[src/rtl/stpseq_pkg.sv]
// shared types, constants and coil tables for the stepper angle sequencer
`timescale 1ns / 1ps

package stpseq_pkg;

   // field widths
   localparam int ANGLE_W   = 9;
   localparam int TARGET_W  = 10;
   localparam int STEP_W    = 16;
   localparam int COUNT_W   = 18;
   localparam int PHASE_W   = 3;
   localparam int PAT_W     = 4;
   localparam int CSR_IDX_W = 2;
   localparam int CSR_DAT_W = 16;
   localparam int FRAC_W    = 8;

   // divider sequencing: one quotient bit per iteration
   localparam int DIV_CNT_W = 5;
   localparam logic [DIV_CNT_W-1:0] DIV_LAST = DIV_CNT_W'(COUNT_W - 1);

   // angle and register constants
   localparam logic [TARGET_W-1:0] ANGLE_WRAP = TARGET_W'(360);
   localparam logic [STEP_W-1:0]   STEP_RESET = STEP_W'(461);

   // item kinds
   localparam logic MODE_COMMAND = 1'b0;
   localparam logic MODE_TICK    = 1'b1;

   // configuration register indexes
   typedef enum logic [CSR_IDX_W-1:0] {
      CSR_STEP_ANGLE  = 2'd0,
      CSR_HALF_STEP   = 2'd1,
      CSR_START_ANGLE = 2'd2
   } csr_index_type;

   // sequencer states
   typedef enum logic [1:0] {
      ST_IDLE,
      ST_DIVIDE,
      ST_RESULT
   } seq_state_type;

   // divider request and response
   typedef struct packed {
      logic               start;
      logic [COUNT_W-1:0] dividend;
      logic [STEP_W-1:0]  divisor;
   } div_req_type;

   typedef struct packed {
      logic               done;
      logic [COUNT_W-1:0] quotient;
   } div_rsp_type;

   // full-step coil table
   function automatic logic [PAT_W-1:0] full_pattern(input logic [1:0] idx);
      logic [PAT_W-1:0] pat;
      case (idx)
         2'd0:    pat = 4'd1;
         2'd1:    pat = 4'd2;
         2'd2:    pat = 4'd4;
         default: pat = 4'd8;
      endcase
      return pat;
   endfunction

   // half-step coil table
   function automatic logic [PAT_W-1:0] half_pattern(input logic [PHASE_W-1:0] idx);
      logic [PAT_W-1:0] pat;
      case (idx)
         3'd0:    pat = 4'd9;
         3'd1:    pat = 4'd1;
         3'd2:    pat = 4'd3;
         3'd3:    pat = 4'd2;
         3'd4:    pat = 4'd6;
         3'd5:    pat = 4'd4;
         3'd6:    pat = 4'd12;
         default: pat = 4'd8;
      endcase
      return pat;
   endfunction

endpackage

[src/rtl/stpseq_divider.sv]
// iterative restoring divider, one quotient bit per cycle through one subtractor
`timescale 1ns / 1ps

module stpseq_divider import stpseq_pkg::*; (
   input  logic        clock,
   input  logic        reset,
   input  div_req_type div_req,
   output div_rsp_type div_rsp
);

   logic                 busy_ff, busy_in;
   logic                 done_ff, done_in;
   logic [DIV_CNT_W-1:0] cnt_ff, cnt_in;
   logic [STEP_W-1:0]    rem_ff, rem_in;
   logic [COUNT_W-1:0]   quot_ff, quot_in;
   logic [STEP_W-1:0]    divisor_ff, divisor_in;

   logic [STEP_W+1:0]    diff;
   logic                 fits;

   // shared trial subtract
   always_comb begin
      diff = {1'b0, rem_ff, quot_ff[COUNT_W-1]} - {2'b00, divisor_ff};
      fits = ~diff[STEP_W+1];
   end

   // iteration control
   always_comb begin
      busy_in    = busy_ff;
      done_in    = 1'b0;
      cnt_in     = cnt_ff;
      rem_in     = rem_ff;
      quot_in    = quot_ff;
      divisor_in = divisor_ff;
      if (div_req.start) begin
         busy_in    = 1'b1;
         cnt_in     = '0;
         rem_in     = '0;
         quot_in    = div_req.dividend;
         divisor_in = div_req.divisor;
      end else if (busy_ff) begin
         rem_in  = fits ? diff[STEP_W-1:0] : {rem_ff[STEP_W-2:0], quot_ff[COUNT_W-1]};
         quot_in = {quot_ff[COUNT_W-2:0], fits};
         cnt_in  = cnt_ff + 1'b1;
         if (cnt_ff == DIV_LAST) begin
            busy_in = 1'b0;
            done_in = 1'b1;
         end
      end
   end

   always_ff @(posedge clock) begin
      if (reset) begin
         busy_ff <= 1'b0;
         done_ff <= 1'b0;
         cnt_ff  <= '0;
      end else begin
         busy_ff <= busy_in;
         done_ff <= done_in;
         cnt_ff  <= cnt_in;
      end
   end

   // datapath registers
   always_ff @(posedge clock) begin
      rem_ff     <= rem_in;
      quot_ff    <= quot_in;
      divisor_ff <= divisor_in;
   end

   assign div_rsp.done     = done_ff;
   assign div_rsp.quotient = quot_ff;

endmodule

[src/rtl/stepper_angle_sequencer.sv]
// stepper angle sequencer top level: command sequencer, coil stepping, result register
// a tick or a rejected command gives its result beat in the cycle after acceptance
// an accepted command gets its result beat after the iterations of the shared
// restoring divider, one per quotient bit, plus hand-off; req_stall stays high meanwhile
// one item in flight at a time; a held result beat blocks the next accept until it leaves
// reset (synchronous, active high) clears the move and loads the default registers
`timescale 1ns / 1ps

module stepper_angle_sequencer import stpseq_pkg::*; (
   input  logic                 clock,
   input  logic                 reset,
   // command and tick beats
   input  logic                 req_valid,
   output logic                 req_stall,
   input  logic                 req_mode,
   input  logic [TARGET_W-1:0]  req_target_angle,
   // result beats
   output logic                 rsp_valid,
   input  logic                 rsp_stall,
   output logic [PAT_W-1:0]     rsp_coil_pattern,
   output logic                 rsp_accepted,
   output logic                 rsp_clockwise,
   output logic [COUNT_W-1:0]   rsp_patterns_left,
   output logic                 rsp_move_done,
   // register writes
   input  logic                 csr_valid,
   output logic                 csr_ready,
   input  logic [CSR_IDX_W-1:0] csr_index,
   input  logic [CSR_DAT_W-1:0] csr_data
);

   seq_state_type       state_ff, state_in;
   logic [STEP_W-1:0]   step_angle_ff, step_angle_in;
   logic                half_step_ff, half_step_in;
   logic [ANGLE_W-1:0]  cur_angle_ff, cur_angle_in;
   logic [COUNT_W-1:0]  remaining_ff, remaining_in;
   logic [PHASE_W-1:0]  phase_ff, phase_in;
   logic                moving_cw_ff, moving_cw_in;

   logic                rsp_valid_ff, rsp_valid_in;
   logic [PAT_W-1:0]    rsp_pattern_ff, rsp_pattern_in;
   logic                rsp_accepted_ff, rsp_accepted_in;
   logic                rsp_cw_ff, rsp_cw_in;
   logic [COUNT_W-1:0]  rsp_left_ff, rsp_left_in;
   logic                rsp_done_ff, rsp_done_in;

   div_req_type         div_req;
   div_rsp_type         div_rsp;
   logic                div_start;

   logic                rsp_free;
   logic [TARGET_W-1:0] target_adj;
   logic                target_cw;
   logic [TARGET_W-1:0] delta;
   logic [PHASE_W-1:0]  phase_mask;
   logic [PHASE_W-1:0]  phase_cur;
   logic [PHASE_W-1:0]  tab_idx;
   logic [PAT_W-1:0]    tick_pattern;
   logic [COUNT_W-1:0]  move_count;

   // target fold, direction and distance
   always_comb begin
      target_adj = (req_target_angle > ANGLE_WRAP) ? req_target_angle - ANGLE_WRAP
                                                   : req_target_angle;
      target_cw  = target_adj > {1'b0, cur_angle_ff};
      delta      = target_cw ? target_adj - {1'b0, cur_angle_ff}
                             : {1'b0, cur_angle_ff} - target_adj;
   end

   // coil table lookup for the next tick
   always_comb begin
      phase_mask   = half_step_ff ? PHASE_W'(7) : PHASE_W'(3);
      phase_cur    = phase_ff & phase_mask;
      tab_idx      = moving_cw_ff ? phase_cur : phase_mask - phase_cur;
      tick_pattern = half_step_ff ? half_pattern(tab_idx) : full_pattern(tab_idx[1:0]);
   end

   // whole coil cycles times table length: clear the low quotient bits
   always_comb begin
      if (half_step_ff) begin
         move_count = {div_rsp.quotient[COUNT_W-1:3], 3'b000};
      end else begin
         move_count = {div_rsp.quotient[COUNT_W-1:2], 2'b00};
      end
   end

   // divider request: step angle of zero counts as one
   always_comb begin
      div_req.start    = div_start;
      div_req.dividend = {delta[COUNT_W-FRAC_W-1:0], {FRAC_W{1'b0}}};
      div_req.divisor  = (step_angle_ff == '0) ? STEP_W'(1) : step_angle_ff;
   end

   assign rsp_free = ~rsp_valid_ff | ~rsp_stall;

   // sequencer next state and outputs
   always_comb begin
      state_in        = state_ff;
      step_angle_in   = step_angle_ff;
      half_step_in    = half_step_ff;
      cur_angle_in    = cur_angle_ff;
      remaining_in    = remaining_ff;
      phase_in        = phase_ff;
      moving_cw_in    = moving_cw_ff;
      rsp_valid_in    = rsp_valid_ff & rsp_stall;
      rsp_pattern_in  = rsp_pattern_ff;
      rsp_accepted_in = rsp_accepted_ff;
      rsp_cw_in       = rsp_cw_ff;
      rsp_left_in     = rsp_left_ff;
      rsp_done_in     = rsp_done_ff;
      div_start       = 1'b0;
      req_stall       = 1'b1;

      unique case (state_ff)
         ST_IDLE: begin
            req_stall = ~rsp_free;
            if (req_valid && rsp_free) begin
               rsp_valid_in    = 1'b1;
               rsp_pattern_in  = '0;
               rsp_accepted_in = 1'b0;
               if (req_mode == MODE_COMMAND) begin
                  if (remaining_ff == '0) begin
                     // start a move: result beat waits for the divider
                     moving_cw_in  = target_cw;
                     phase_in      = '0;
                     cur_angle_in  = target_adj[ANGLE_W-1:0];
                     div_start     = 1'b1;
                     rsp_valid_in  = 1'b0;
                     state_in      = ST_DIVIDE;
                  end
               end else if (remaining_ff != '0) begin
                  // step one pattern along the table
                  rsp_pattern_in = tick_pattern;
                  phase_in       = (phase_cur + 1'b1) & phase_mask;
                  remaining_in   = remaining_ff - 1'b1;
               end
               rsp_cw_in   = moving_cw_in;
               rsp_left_in = remaining_in;
               rsp_done_in = (remaining_in == '0);
            end
         end
         ST_DIVIDE: begin
            if (div_rsp.done) begin
               state_in = ST_RESULT;
            end
         end
         ST_RESULT: begin
            if (rsp_free) begin
               remaining_in    = move_count;
               rsp_valid_in    = 1'b1;
               rsp_pattern_in  = '0;
               rsp_accepted_in = 1'b1;
               rsp_cw_in       = moving_cw_ff;
               rsp_left_in     = move_count;
               rsp_done_in     = (move_count == '0);
               state_in        = ST_IDLE;
            end
         end
         default: begin
            state_in = ST_IDLE;
         end
      endcase

      // register writes
      if (csr_valid) begin
         unique case (csr_index)
            CSR_STEP_ANGLE:  step_angle_in = csr_data[STEP_W-1:0];
            CSR_HALF_STEP:   half_step_in  = csr_data[0];
            CSR_START_ANGLE: cur_angle_in  = csr_data[ANGLE_W-1:0];
            default: begin
            end
         endcase
      end
   end

   // state register
   always_ff @(posedge clock) begin
      if (reset) begin
         state_ff      <= ST_IDLE;
         step_angle_ff <= STEP_RESET;
         half_step_ff  <= 1'b0;
         cur_angle_ff  <= '0;
         remaining_ff  <= '0;
         phase_ff      <= '0;
         moving_cw_ff  <= 1'b0;
         rsp_valid_ff  <= 1'b0;
      end else begin
         state_ff      <= state_in;
         step_angle_ff <= step_angle_in;
         half_step_ff  <= half_step_in;
         cur_angle_ff  <= cur_angle_in;
         remaining_ff  <= remaining_in;
         phase_ff      <= phase_in;
         moving_cw_ff  <= moving_cw_in;
         rsp_valid_ff  <= rsp_valid_in;
      end
   end

   // result payload
   always_ff @(posedge clock) begin
      rsp_pattern_ff  <= rsp_pattern_in;
      rsp_accepted_ff <= rsp_accepted_in;
      rsp_cw_ff       <= rsp_cw_in;
      rsp_left_ff     <= rsp_left_in;
      rsp_done_ff     <= rsp_done_in;
   end

   stpseq_divider u_divider (
      .clock   (clock),
      .reset   (reset),
      .div_req (div_req),
      .div_rsp (div_rsp)
   );

   assign csr_ready         = 1'b1;
   assign rsp_valid         = rsp_valid_ff;
   assign rsp_coil_pattern  = rsp_pattern_ff;
   assign rsp_accepted      = rsp_accepted_ff;
   assign rsp_clockwise     = rsp_cw_ff;
   assign rsp_patterns_left = rsp_left_ff;
   assign rsp_move_done     = rsp_done_ff;

`ifndef SYNTHESIS
   // no new beat while a command is being worked
   assert property (@(posedge clock) disable iff (reset)
      (state_ff != ST_IDLE) |-> req_stall)
      else $error("input taken while a command is in progress");

   // a taken command never drives the coils
   assert property (@(posedge clock) disable iff (reset)
      (rsp_valid && rsp_accepted) |-> (rsp_coil_pattern == '0))
      else $error("accepted command with nonzero coil pattern");

   // done flag agrees with the pattern count
   assert property (@(posedge clock) disable iff (reset)
      rsp_valid |-> (rsp_move_done == (rsp_patterns_left == '0)))
      else $error("move_done disagrees with patterns_left");

   // a tick during a move uses exactly one pattern
   assert property (@(posedge clock) disable iff (reset)
      (req_valid && !req_stall && req_mode == MODE_TICK && remaining_ff != '0)
      |=> (remaining_ff == $past(remaining_ff) - 1'b1))
      else $error("tick did not consume one pattern");

   // the divider finishes only while the sequencer waits for it
   assert property (@(posedge clock) disable iff (reset)
      div_rsp.done |-> (state_ff == ST_DIVIDE))
      else $error("divider finished outside a divide");
`endif

endmodule
[config.mk]
export PLATFORM = sky130hd
export DESIGN_NAME = stepper_angle_sequencer
export DESIGN_NICKNAME = d
export VERILOG_FILES = /design/src/rtl/stpseq_pkg.sv /design/src/rtl/stpseq_divider.sv /design/src/rtl/stepper_angle_sequencer.sv
export SDC_FILE = /design/constraint.sdc
export NUM_CORES = 1
export LEC_CHECK = 0
export BUFFER_PORTS_ARGS = -buffer_cell sky130_fd_sc_hd__buf_2
export CELL_PAD_IN_SITES_DETAIL_PLACEMENT = 1
export CELL_PAD_IN_SITES_GLOBAL_PLACEMENT = 2
export CORE_ASPECT_RATIO = 1.1
export CORE_MARGIN = 10
export CORE_UTILIZATION = 33
export DETAILED_ROUTE_END_ITERATION = 8
export PLACE_DENSITY = 0.7
export SYNTH_ARGS = -nofsm -noshare
export SYNTH_HDL_FRONTEND = slang
export SYNTH_SLANG_ARGS = --single-unit
[constraint.sdc]
create_clock -name clock -period 9.9 [get_ports clock]
set_clock_uncertainty 0.15 [all_clocks]
set_input_delay 0.99 -clock clock [delete_from_list [all_inputs] [get_ports clock]]
set_output_delay 0.99 -clock clock [all_outputs]
set_load 0.03 [all_outputs]
==> results of run 1 <==
-- cells in the final DEF (no fill, tap or decap), drive strengths merged, types with 3 or more instances in the layout --
cell type,Yosys,layout
a211oi,12,12
a21boi,4,4
a21o,6,6
a21oi,82,82
a22oi,4,4
a31oi,13,13
and2,4,4
and3,3,3
buf,8,67
clkbuf,56,23
clkinv,1,5
dfxtp,82,82
edfxtp,51,51
fa,3,3
ha,41,41
inv,55,58
mux2,3,3
mux2i,28,28
nand2,106,106
nand2b,15,15
nand3,25,25
nand3b,15,15
nand4,5,5
nor2,74,74
nor2b,8,8
nor3,23,23
nor3b,10,10
nor4,12,12
o211ai,5,5
o21a,8,8
o21ai,69,69
o311ai,3,3
o31ai,3,3
or2,3,3
or3,4,4
or4,3,3
xnor2,19,19
xor2,21,21
-- power by group through the flow --
stage               combinational (mW)  sequential [mW]  clock (mW)
finish                            1.65            0.979       0.625
global route                      1.87             1.01       0.666
CTS                               1.67            0.982       0.640
detailed placement                1.66            0.991           0
global placement                  1.65            0.988           0
floorplan                         1.21             1.01           0
-- kinds of logic after synthesis --
kind of cell / count (synthesis) / share of synthesized area (%)
DFF: 133 / 40.8
buffers and inverters: 120 / 5.99
AOI/OAI and AO/OA: 225 / 16.9
and+or+nand+nor: 321 / 20.4
adders and majority gates: 44 / 7.36
muxes: 31 / 4.03
xor gates and xnor gates: 40 / 4.50
other: 1 / 0.0482
-- routing by layer --
layer	routed length, µm	up-vias	GRT usage [%]	share of wire, %
li1	-	3248	-	-
met1	10600	3076	18.4	49
met2	10200	63	23.9	47
met3	603	12	2.63	2.8
met4	163	0	3.59	0.76
met5	0	-	0	0
-- registers in the layout, summed over array words and instances, names as in the netlist --
register              count
cur_angle_ff              9
rsp_coil_pattern          4
moving_cw_ff              1
half_step_ff              1
u_divider.done_ff         1
rsp_accepted              1
rsp_valid                 1
u_divider.cnt_ff          5
u_divider.busy_ff         1
u_divider.rem_ff         16
u_divider.quot_ff        18
rsp_move_done             1
step_angle_ff            16
rsp_clockwise             1
u_divider.divisor_ff     16
phase_ff                  3
state_ff                  2
rsp_patterns_left        18
remaining_ff             18
-- cells in the mapped netlist (all sizes together) (21+ instances only) --
master	number
o21ai	69
nand3	25
a21oi	82
nor3	23
inv	55
dfxtp	82
edfxtp	51
nand2	106
clkbuf	56
xor2	21
mux2i	28
ha	41
nor2	74
-- stage by stage --
stage                     std cells  setup slack, ns  cell area, µm²  hold WS, ns  util, %
after global placement         1218             4.64            8260        0.303     35.8
final                          1250             4.90            8850        0.319     38.4
after floorplan                 915             5.39            7780        0.290        -
after detailed placement       1218             4.52            8260        0.306     35.8
after global routing           1250             4.52            8850        0.338     38.4
after CTS                      1250             4.97            8850        0.319     38.4
-- worst paths after layout --
check,depth (start not counted),start,endpoint,slack [ns]
worst max-delay path,15,req_target_angle[5],u_divider.quot_ff[14]$_DFFE_PP_,4.90
worst min register to register,0,step_angle_ff[11]$_SDFFE_PP0P_,u_divider.divisor_ff[11]$_SDFFCE_PN0P_,0.32
worst max register to register,10,remaining_ff[4]$_SDFFE_PP0P_,u_divider.quot_ff[9]$_DFFE_PP_,5.89
worst min-delay path,0,step_angle_ff[11]$_SDFFE_PP0P_,u_divider.divisor_ff[11]$_SDFFCE_PN0P_,0.32
-- final cells by class --
class | count | area, µm²
fill | 2775 | 14200
inverter | 56 | 210
multi-input combinational | 662 | 4150
clock buffer | 23 | 532
sequential | 133 | 3170
clock inverter | 9 | 60.1
tap | 300 | 375
timing repair buffer | 67 | 353
==> results.md, run 1 <==
| Metric | Value |
|---|---|
| Clock Power Share | 19.2% |
| Worst setup EP type | flop |
| Cts hold-fix bufs | 0 |
| Number of register bits inferred by synthesis | 133 |
| N_diodes | 0 |
| Proportion of layout cells with a drive suffix above 1 | 11.8% |
| Area share of the largest cell type after synthesis | 21.1% |
| Async S/R FF share, synth | 0% |
| Antenna-violating nets left | 0 |
| Flop pwr share | 30.1% |
| Floorplan row count | 58 |
| Number of search-and-repair iterations in the first detailed-routing pass | 4 |
| DRC violations left | 0 |
| Vias | 6399 |
| Maximum number of pins on one net before global-route repair | 63 |
| Vertical extent of the die | 181 µm |
| Class of the most critical hold timing path | reg2reg |
| Power Internal | 1.81 mW |
| Setup TNS | 0 ns |
| Horizontal extent of the die | 166 µm |
| Tot Pwr | 3.25 mW |
| Max rail drop VDD | 0.129 mV |
| Routed wire length per instance | 17.3 µm |
| Required time at the endpoint of the critical path | 9.89 ns |
| Post-Syn Instances | 915 |
| CTS root buf | clkbuf_16 |
| Worst slew margin | 27.4% |
| Max-slew violation count | 0 |
| Family with the most delay on the worst path | compound AO/OA/AOI/OAI gates |
| Sequential element share of the synthesized area | 40.8% |
| Area added between synthesis and finish | 13.7% |
| Final clock period utilization by the worst path | 50.5% |
| Number of sinks handled by clock tree synthesis | 133 |
| Total power divided by cell area | 367 mW/mm² |
| Overflow after GRT | 0 |
| Final Setup Violations | 0 |
| Part of the power in combinational logic | 50.7% |
| Largest cells by area after synthesis | dfxtp_1 21%, edfxtp_1 20%, ha_1 6.6% |
| Clock period minus final worst setup slack | 5.00 ns |
| Post_cts resized | 0 |
| Core ar. | 0.0231 mm² |
| Final Hold Vio Count | 0 |
| Number of global-route vias before repair | 6582 |
| Overall Global Routing Usage | 14.2% |
| Largest area contributor in the netlist | dfxtp_1 |
| Clock latency of the later-clocked register in the worst-skew pair | 0.42 ns |
| Highest attainable clock frequency | 0.200 GHz |
| Via density per instance | 5.12 |
| Static Leakage | 3.57 nW |
| Htree depth | 4 |
| Buffers inserted by post-CTS timing repair | 0 |
| I/O pin cnt | 62 |
| Fraction of power spent switching nets | 44.3% |
| Distinct cells, synth | 63 |
| Maximum fanout count along the critical path | 15 |
| Initial core utilization | 33.7% |
| Post-synthesis area per instance | 8.51 µm² |
| Number of port buffers | 60 |
| Synth warn | 0 |
| Flip-flop cell with the highest count after synthesis | dfxtp_1 |
| Last weighted congestion value of the routability-driven placer | 0.847 |
| Net count of the mapped netlist | 993 |
| CP arrival | 4.99 ns |
| Max-capacitance violation count | 0 |
| TritonCTS clock tree | done |
| Maximum clock insertion buffer count | 2 |
| Wire length of the first global-routing pass | 35.4 mm |
| CTS clock-pin slew for the worst setup and hold paths | 0.06 ns |
| Number of synthesized flops with an enable pin | 51 |
| Cts bufs inserted | 17 |
| Critical Path Start Type | primary input |
| Post-Route WL | 21.6 mm |
| Outcome | complete, no violations |
| Buffer and inverter count on the worst path | 1 |
| Worst-margin pin slew | 1.08 ns |
| CP Class | in2reg |
| DP HPWL | 15.9 mm |
| Nets | 1015 |
| Longest individual stage delay on the worst path | 0.61 ns |
| Die area | 0.0301 mm² |
| Number of antenna violations at the first check in global routing | 0 |
| Total net switching power | 1.44 mW |
| Cell Area, Synth | 0.00778 mm² |
| Highest-delay cell along the critical path | o21a_1 |
| Cells along the critical path | buf_2 > nor4bb_1 > a31oi_1 > o21ai_0 > nor2b_1 > nor2_1 > xor2_1 > ha_1 > or3_1 > a2111oi_0 > o21a_1 > mux2_2 > a31oi_1 > xnor2_1 > o21ai_0 |
| Number of DRC markers after the initial detailed-route iteration | 243 |
| Setup repair after global routing missed its margin | no |
No activity file was read; power rests on OpenSTA's default activity.
==> run 2, diff against run 1 <==
--- a/config.mk
+++ b/config.mk
@@ -12,7 +12,7 @@
 export CORE_MARGIN = 10
 export CORE_UTILIZATION = 33
 export DETAILED_ROUTE_END_ITERATION = 8
-export PLACE_DENSITY = 0.7
+export PLACE_DENSITY = 0.72
 export SYNTH_ARGS = -nofsm -noshare
 export SYNTH_HDL_FRONTEND = slang
 export SYNTH_SLANG_ARGS = --single-unit
==> constraint.sdc (replaced) <==
create_clock -name clock -period 4.35 [get_ports clock]
set_clock_uncertainty 0.15 [all_clocks]
set_input_delay 0.435 -clock clock [delete_from_list [all_inputs] [get_ports clock]]
set_output_delay 0.435 -clock clock [all_outputs]
set_load 0.03 [all_outputs]
==> run 2 against run 1 <==
Highest routed layer unchanged. Worst setup slack worse by 4.4 ns. Critical path type unchanged. Count of clock-buffer cells in the layout unchanged. Sequential cell count unchanged. Utilization up 0.24 points. Sequential power up 130%. First-iteration DRC count down 0.41%. Worst hold slack worse by 0.23 ns. Combinational power up 130%.
==> results.md, run 2 (synthesized netlist as in run 1, its figures left out) <==
| Metric | Value | vs previous |
|---|---|---|
| Class of the most critical hold timing path | in2reg | was reg2reg |
| DRC violations left | 0 | unchanged |
| Hold EP | step_angle_ff[6]$_SDFFE_PP1P_ | was u_divider.divisor_ff[11]$_SDFFCE_PN0P_ |
| Number of antenna violations at the first check in global routing | 0 | unchanged |
| Nets | 1025 | was 1015 |
| Die area | 0.0301 mm² | unchanged |
| CTS clock-pin slew for the worst setup and hold paths | 0.06 ns | about the same |
| Family with the most delay on the worst path | compound AO/OA/AOI/OAI gates | unchanged |
| Maximum clock insertion buffer count | 2 | unchanged |
| I/O pin cnt | 62 | unchanged |
| Core ar. | 0.0231 mm² | unchanged |
| Worst slew margin | 30.1% | was 27.4% |
| CTS root buf | clkbuf_16 | unchanged |
| Htree depth | 4 | unchanged |
| Clock latency of the later-clocked register in the worst-skew pair | 0.43 ns | was 0.42 ns |
| Vias | 6481 | was 6399 |
| Horizontal extent of the die | 166 µm | unchanged |
| Initial core utilization | 33.7% | unchanged |
| Total power divided by cell area | 832 mW/mm² | was 367 mW/mm² |
| N_diodes | 0 | unchanged |
| RR Endpoint | u_divider.quot_ff[16]$_DFFE_PP_ | was u_divider.quot_ff[9]$_DFFE_PP_ |
| Maximum number of pins on one net before global-route repair | 56 | was 63 |
| Overall Global Routing Usage | 14.2% | about the same |
| Max rail drop VDD | 0.299 mV | was 0.129 mV |
| Via density per instance | 5.14 | was 5.12 |
| Vertical extent of the die | 181 µm | unchanged |
| Clock period minus final worst setup slack | 3.86 ns |  |
| Buffers inserted by post-CTS timing repair | 0 | unchanged |
| Start point of the worst min-delay path | csr_data[6] | was step_angle_ff[11]$_SDFFE_PP0P_ |
| Cells along the critical path | buf_2 > nor4bb_1 > a31oi_1 > o21ai_0 > nor2b_1 > nor2_1 > xor2_1 > ha_1 > or3_1 > a2111oi_0 > buf_4 > o21a_1 > mux2_2 > a31oi_1 > xnor2_1 > o21ai_0 | was buf_2 > nor4bb_1 > a31oi_1 > o21ai_0 > nor2b_1 > nor2_1 > xor2_1 > ha_1 > or3_1 > a2111oi_0 > o21a_1 > mux2_2 > a31oi_1 > xnor2_1 > o21ai_0 |
| Outcome | complete, no violations | unchanged |
| Number of DRC markers after the initial detailed-route iteration | 242 | was 243 |
| Worst Reg-to-Reg Cells | 9 | was 10 |
| Final Hold Vio Count | 0 | unchanged |
| Final Setup Violations | 0 | unchanged |
| Longest individual stage delay on the worst path | 0.40 ns | was 0.61 ns |
| DP HPWL | 16.1 mm | was 15.9 mm |
| Number of global-route vias before repair | 6696 | was 6582 |
| Hold-critical path depth | 3 | was 0 |
| Wire length of the first global-routing pass | 35.4 mm | about the same |
| Highest attainable clock frequency | 0.259 GHz |  |
| Critical Path Start Type | primary input | unchanged |
| Last weighted congestion value of the routability-driven placer | 0.825 | was 0.847 |
| Post_cts resized | 0 | unchanged |
| Highest-count cells in the layout ignoring fill and taps | 106 x nand2_1, 82 x a21oi_1, 81 x dfxtp_1 | unchanged |
| Post-Route WL | 21.6 mm | about the same |
| Routed wire length per instance | 17.1 µm | was 17.3 µm |
| Number of sinks handled by clock tree synthesis | 133 | unchanged |
| Highest-delay cell along the critical path | or3_1 | was o21a_1 |
| Most frequent standard cell in the layout excluding fill and tap cells | nand2_1 | unchanged |
| Final clock period utilization by the worst path | 88.6% |  |
| Max-capacitance violation count | 0 | unchanged |
| TritonCTS clock tree | done | unchanged |
| Static Leakage | 3.61 nW | was 3.57 nW |
| Number of search-and-repair iterations in the first detailed-routing pass | 4 | unchanged |
| Setup TNS | 0 ns | unchanged |
| Area added between synthesis and finish | 14.5% | was 13.7% |
| Reg-to-Reg Start | remaining_ff[4]$_SDFFE_PP0P_ | unchanged |
| Maximum fanout count along the critical path | 5 | was 15 |
| Proportion of layout cells with a drive suffix above 1 | 12.6% | was 11.8% |
| Buffer and inverter count on the worst path | 2 | was 1 |
| Register-to-Register Setup Slack | 0.86 ns | was 5.89 ns |
| CP arrival | 3.88 ns | was 4.99 ns |
| Cts hold-fix bufs | 0 | unchanged |
| Tot Pwr | 7.42 mW | was 3.25 mW |
| Number of port buffers | 60 | unchanged |
| Antenna-violating nets left | 0 | unchanged |
| Setup repair after global routing missed its margin | no | unchanged |
| Worst setup EP type | flop | unchanged |
| Tightest hold margin | 0.0934 ns | was 0.319 ns |
| Max-slew violation count | 0 | unchanged |
| Cts bufs inserted | 17 | unchanged |
| Required time at the endpoint of the critical path | 4.37 ns | was 9.89 ns |
| Floorplan row count | 58 | unchanged |
| Worst-margin pin slew | 1.05 ns | was 1.08 ns |
| Overflow after GRT | 0 | unchanged |
| CP Class | in2reg | unchanged |
==> run 2: cell count changes in the layout (fill, tap and decap cells not counted) <==
cell and change:
clkinv_2 -1, clkbuf_16 -1, inv_4 +1, clkinv_4 +1, clkbuf_1 +1, clkinvlp_4 -1
buf_4 +10
==> run 2: layer usage <==
metal	GRT usage (%)	vias up	part of all wire, %
met5	0	-	0
met4	5.98	0	2.1
met3	1.95	25	2.1
met2	24.4	64	48
met1	17.4	3127	48
li1	-	3265	-
==> run 2: metrics by stage <==
step | cell area [µm²] | std cells | setup WS, ns | utilization, %
after floorplan | 7780 | 915 | 0.397 | -
after global placement | 8340 | 1228 | 0.132 | 36.1
after detailed placement | 8340 | 1228 | 0.0890 | 36.1
after CTS | 8910 | 1260 | 0.525 | 38.6
after global routing | 8910 | 1260 | 0.118 | 38.6
final | 8910 | 1260 | 0.494 | 38.6
==> run 2: where the power goes <==
| part | internal (mW) | switching [mW] |
|---|---|---|
| Sequential | 1.86 | 0.379 |
| Combinational | 1.45 | 2.34 |
| Clock | 0.830 | 0.567 |
==> run 2: how the worst max path moves through the flow <==
stage | startpoint | to | cells after the start
2_1_floorplan | req_target_angle[4] | u_divider.quot_ff[14]$_DFFE_PP_ | 15
3_3_place_gp | req_target_angle[5] | u_divider.quot_ff[14]$_DFFE_PP_ | 16
3_5_place_dp | req_target_angle[5] | u_divider.quot_ff[14]$_DFFE_PP_ | 16
4_1_cts | req_target_angle[5] | u_divider.quot_ff[14]$_DFFE_PP_ | 16
5_1_grt | req_target_angle[5] | u_divider.quot_ff[16]$_DFFE_PP_ | 17
6_report | req_target_angle[5] | u_divider.quot_ff[14]$_DFFE_PP_ | 16
==> run 2: tightest hold or removal path: stages <==
cell and delay [ns]:
buf_2 0.10, nand2_1 0.05, nand3b_1 0.06
==> run 2: cell type report <==
class	instances	area, µm²
tap	300	375
clock buffer	23	510
timing repair buffer	77	428
clock inverter	9	62.6
fill	2748	14200
inverter	56	210
multi-input combinational	662	4150
sequential	133	3170
